## config.mk

```make
export PLATFORM = sky130hd
export DESIGN_NAME = gba_free_count
export DESIGN_NICKNAME = d
export VERILOG_FILES = /design/src/rtl/gba_pkg.sv /design/src/rtl/gba_free_count.sv
export SDC_FILE = /design/constraint.sdc
export NUM_CORES = 1
export LEC_CHECK = 0
export ABC_AREA = 0
export BUFFER_PORTS_ARGS = -buffer_cell sky130_fd_sc_hd__buf_2
export CAP_MARGIN = 10
export CORE_MARGIN = 5
export CORE_UTILIZATION = 68
export CTS_CLUSTER_SIZE = 40
export DETAILED_ROUTE_END_ITERATION = 10
export GPL_ROUTABILITY_DRIVEN = 0
export GPL_TIMING_DRIVEN = 1
export PLACE_DENSITY = 0.86
export SLEW_MARGIN = 20
export SYNTH_ARGS = -nofsm -noshare
export SYNTH_HDL_FRONTEND = slang
export SYNTH_SLANG_ARGS = --single-unit
```

## constraint.sdc

```tcl
create_clock -name clk -period 10.75 [get_ports clk]
set_clock_uncertainty 0.2 [all_clocks]
set_input_delay 2.15 -clock clk [delete_from_list [all_inputs] [get_ports clk]]
set_output_delay 2.15 -clock clk [all_outputs]
set_load 0.05 [all_outputs]
```

## src/rtl/gba_pkg.sv

```systemverilog
// ----------------------------------------------------------------------------
// gba_pkg
// Shared sizes, result codes, count-update bundle and the word scan function
// for the grouped bitmap slot allocator.
// ----------------------------------------------------------------------------
package gba_pkg;

  // Storage geometry
  localparam int GROUPS            = 16;
  localparam int ENTRIES_PER_GROUP = 4096;
  localparam int WORD_BITS         = 64;
  localparam int WORDS_PER_GROUP   = (ENTRIES_PER_GROUP + WORD_BITS - 1) / WORD_BITS;
  localparam int MEM_DEPTH         = GROUPS * WORDS_PER_GROUP;

  localparam int GRP_W   = $clog2(GROUPS);
  localparam int WIDX_W  = $clog2(WORDS_PER_GROUP);
  localparam int BIT_W   = $clog2(WORD_BITS);
  localparam int ADDR_W  = GRP_W + WIDX_W;
  localparam int CNT_W   = $clog2(ENTRIES_PER_GROUP + 1);
  localparam int WCNT_W  = $clog2(WORDS_PER_GROUP + 1);
  localparam int NG_W    = $clog2(GROUPS + 1);

  // Port field widths
  localparam int MODE_W   = 1;
  localparam int GROUP_W  = 4;
  localparam int OFFSET_W = 12;
  localparam int STATUS_W = 2;
  localparam int CFG_W    = 5;

  // Scan lanes of eight bits
  localparam int LANES  = WORD_BITS / 8;
  localparam int LANE_W = $clog2(LANES);

  // Request kinds
  localparam logic [MODE_W-1:0] MODE_ALLOC   = 1'b0;
  localparam logic [MODE_W-1:0] MODE_RELEASE = 1'b1;

  // Result codes
  localparam logic [STATUS_W-1:0] ST_OK           = 2'd0;
  localparam logic [STATUS_W-1:0] ST_NO_SPACE     = 2'd1;
  localparam logic [STATUS_W-1:0] ST_ALREADY_FREE = 2'd2;

  // Free count update from the controller
  typedef struct packed {
    logic             dec;
    logic             inc;
    logic [GRP_W-1:0] grp;
  } cnt_upd_t;

  // Lowest clear bit at or above 'from'; result is {found, index}
  function automatic logic [BIT_W:0] find_clear(logic [WORD_BITS-1:0] word,
                                                logic [BIT_W-1:0] from);
    logic [WORD_BITS-1:0] avail;
    logic [LANES-1:0]     lane_any;
    logic [LANE_W-1:0]    lane_sel;
    logic [7:0]           lane_bits;
    logic [2:0]           bit_sel;
    avail = ~word & ({WORD_BITS{1'b1}} << from);
    for (int j = 0; j < LANES; j++) begin
      lane_any[j] = |avail[j*8 +: 8];
    end
    lane_sel = '0;
    for (int j = LANES - 1; j >= 0; j--) begin
      if (lane_any[j]) lane_sel = LANE_W'(j);
    end
    lane_bits = avail[{lane_sel, 3'b000} +: 8];
    bit_sel = '0;
    for (int k = 7; k >= 0; k--) begin
      if (lane_bits[k]) bit_sel = 3'(k);
    end
    return {|lane_any, lane_sel, bit_sel};
  endfunction

endpackage

```

## src/rtl/gba_free_count.sv

```systemverilog
// ----------------------------------------------------------------------------
// gba_free_count
// Per-group free counters: decrement on allocate, saturating increment on
// release, reset to a full group.
// ----------------------------------------------------------------------------
module gba_free_count (
  input  logic                      clk,
  input  logic                      rst,
  input  gba_pkg::cnt_upd_t         upd,
  input  logic [gba_pkg::GRP_W-1:0] rd_grp,
  output logic [gba_pkg::CNT_W-1:0] rd_count
);
  import gba_pkg::*;

  localparam logic [CNT_W-1:0] FULL = CNT_W'(ENTRIES_PER_GROUP);

  logic [CNT_W-1:0] count [GROUPS];

  assign rd_count = count[rd_grp];

  // Counter update
  always_ff @(posedge clk) begin
    if (rst) begin
      for (int g = 0; g < GROUPS; g++) count[g] <= FULL;
    end else if (upd.dec) begin
      count[upd.grp] <= count[upd.grp] - CNT_W'(1);
    end else if (upd.inc && count[upd.grp] != FULL) begin
      count[upd.grp] <= count[upd.grp] + CNT_W'(1);
    end
  end

endmodule

```

==> impl_metrics.csv <==
group,metric,value,unit
synthesis,async_flop_share,0,%
synthesis,synth_fp_nets,813,
power_and_ir_drop,vdd_drop_max,193.1,uV
sta,slew_viol_final,0,
synthesis,syn_area_per_cell,14.47,sq um
critical_path,critPathArrivalTime,7.79,ns
synthesis,ys_ff_latch,208,
clocking,cts.path.max_buffers,3,
run,maxCapViolCount,0,
power_and_ir_drop,finalPower,2115,uW
route,wirelength,33440,um
die,start_util,69.09,%
clocking,cts_tree,"done",
synthesis,yosysTopAreaCell,"edfxtp_1",
global_routing,grt_antenna_before_repair,0,
final_layout,final_common_cell,"edfxtp_1",
synthesis,synth-edff-count,208,
final_layout,layout-drive-gt1-share,25.98,%
sta,period_needed,7.774,ns
route,num_vias,8000,
sta,hold_viol,0,
die,die_h,139.6,um
global_routing,grt_overflow,0,
sta,worstMarginPinSlew,1.237,ns
sta,setup_viol,0,
final_layout,reg_top3,"count (208)",
route,drt-initial-drc-count,1435,
place,detailed_place_hpwl,19650,um
place,numPortBuffers,24,
critical_path,r2r_cells,14,
synthesis,synth.distinct_cells,50,
synthesis,ys_top_cells_by_area,"edfxtp_1 (55%), mux4_2 (23%), nor2_1 (6.2%), ha_1 (1.2%), a22oi_1 (1.2%)",
critical_path,cp.required,10.76,ns
final_layout,area_delta_synth_final,7.332,%
route,viasPerCell,7.929,
clocking,clock_latency,0.50,ns
final_layout,fin_cells,1009,
final_layout,regMostFlops,"count",
place,post-place-cells,969,
synthesis,yosysTopAreaCellShare,54.71,%
clocking,clk_pin_slew,0.06,ns
clocking,cts_resized,0,
die,io_pins,25,
sta,max_freq,0.1286,GHz
synthesis,netlist_area,11420,sq um
clocking,cts_root_buf,"clkbuf_16",
die,design.core.area,16520,sq um
final_layout,postLayoutCoreUtil,74.16,%
final_layout,fin_nets,797,
die,rows,47,
critical_path,cp_max_fo,43,
die,die_area,19480,sq um
clocking,h-tree-depth,1,
critical_path,critPathKind,"in -> reg",
global_routing,grt_use_total,34.61,%
clocking,post-cts-setup-buffer-count,0,
route,drc,0,
clocking,clock-sinks,208,
critical_path,crit_path_end_kind,"flop",
die,die_x,139.6,um
power_and_ir_drop,leakagePower,0.004250,uW
sta,rsz0062_at_grt,"false",
hold_path,hold_class,"reg -> reg",
clocking,cts_buffers,22,
critical_path,worst_setup_path_start_kind,"primary input",
place,dp_slack,2.529,ns
final_layout,largest_reg_flops,208,
synthesis,yosys_warnings,0,
synthesis,ys.flop_type,"edfxtp_1",
final_layout,layout_common_cells,"edfxtp_1 (208), nor2_1 (188), mux4_2 (118)",
power_and_ir_drop,p_per_area,172.6,nW/um^2
synthesis,yosysSeqAreaShare,54.71,%
route,dr.pass1.iters,6,
sta,layout_setup_ws,2.976,ns
hold_path,worstHoldPathCells,5,
sta,post-route-period-util,72.31,%
global_routing,first_global_vias,8140,
global_routing,grt_pass1_wl,49890,um
clocking,holdBufCountCts,0,
route,detail-route-antenna-nets,0,
sta,max_slew_margin,17.54,%
status,outcome,"finished clean",
global_routing,grt_start_max_net_pins,54,
route,wl_per_cell,33.14,um
sta,fin_setup_tns,0,ns
synthesis,synth_cells,789,
final_layout,antenna_cells,0,
[power by group]
group	leakage (uW)	switching, uW	internal (uW)
clock network	0.000351	316	439
registers	0.00211	20.4	932
logic	0.00179	278	130
total	0.00425	615	1500
[routing by layer]
metal  global-route usage [%]  vias to the layer above  part of all wire (%)
met5                        0                        -                     0
met4                    21.42                        0                   8.2
met3                    8.954                      213                    14
met2                    54.76                      799                    47
met1                    43.29                     3931                    30
li1                         -                     3057                     -
[path summary, 6_finish.rpt]
check,slack (ns),start,end
max,2.98,upd[0],count[10][8]
min,1.28,count[8][0],count[10][0]
max reg2reg,5.40,count[14][3],count[10][8]
min reg2reg,1.28,count[8][0],count[10][0]
[cell usage after synthesis (all sizes together), types with 3 or more instances]
cell type and n:
buf 41, nor4 3, clkbuf 31, ha 11
inv 12, nand2 16, mux2i 4, nand4 11
nor2 188, nor2b 5, edfxtp 208, a22oi 20
nor3 24, and2 3, and3 3, xor2 5
nand3 18, a21o 3, mux4 118, nand4b 8
nor3b 5, a21oi 6, o21ai 8, nand2b 18
[through the flow]
step | cell area (sq um) | hold WS, ns
floorplan | 11420 | 0.9091
global placement | 11500 | 1.150
detailed placement | 11510 | 1.180
CTS | 12220 | 1.247
global route | 12250 | 1.361
finish | 12250 | 1.285
[final cells by class]
class	instances	area, sq um
multi-input cells	497	4791
well taps	220	275.3
clock inverters	14	121.4
inverters	12	45.04
fillers	928	4270
repair buffers	32	188.9
flip-flops and latches	208	6246
clock buffers	26	586.8
[logic make-up (layout without fill, tap and decap cells)]
| logic type | Yosys count | after routing | share of synthesized area [%] |
|---|---|---|---|
| flip-flops | 208 | 208 | 54.71 |
| adder cells (fa/ha/maj) | 12 | 12 | 1.381 |
| buffers and inverters | 84 | 84 | 3.737 |
| XOR/XNOR | 5 | 5 | 0.3835 |
| AO/OA/AOI/OAI | 54 | 54 | 3.529 |
| multiplexers | 122 | 122 | 23.63 |
| AND/OR/NAND/NOR | 304 | 304 | 12.64 |
[critical path: stages]
cell and delay [ns]:
buf_4 0.47, buf_4 0.65, mux4_2 0.58, a22oi_1 0.24
nand2_1 0.15, nor4_1 0.38, nand4_1 0.17, nand2_1 0.38
ha_1 0.37, nor2b_1 0.18, o31a_1 0.26, o21ai_0 0.32
a21oi_1 0.16, o21ai_0 0.33, nor3b_2 0.82, nor3_1 0.14
Note: power is estimated with default switching activity, not from simulation.
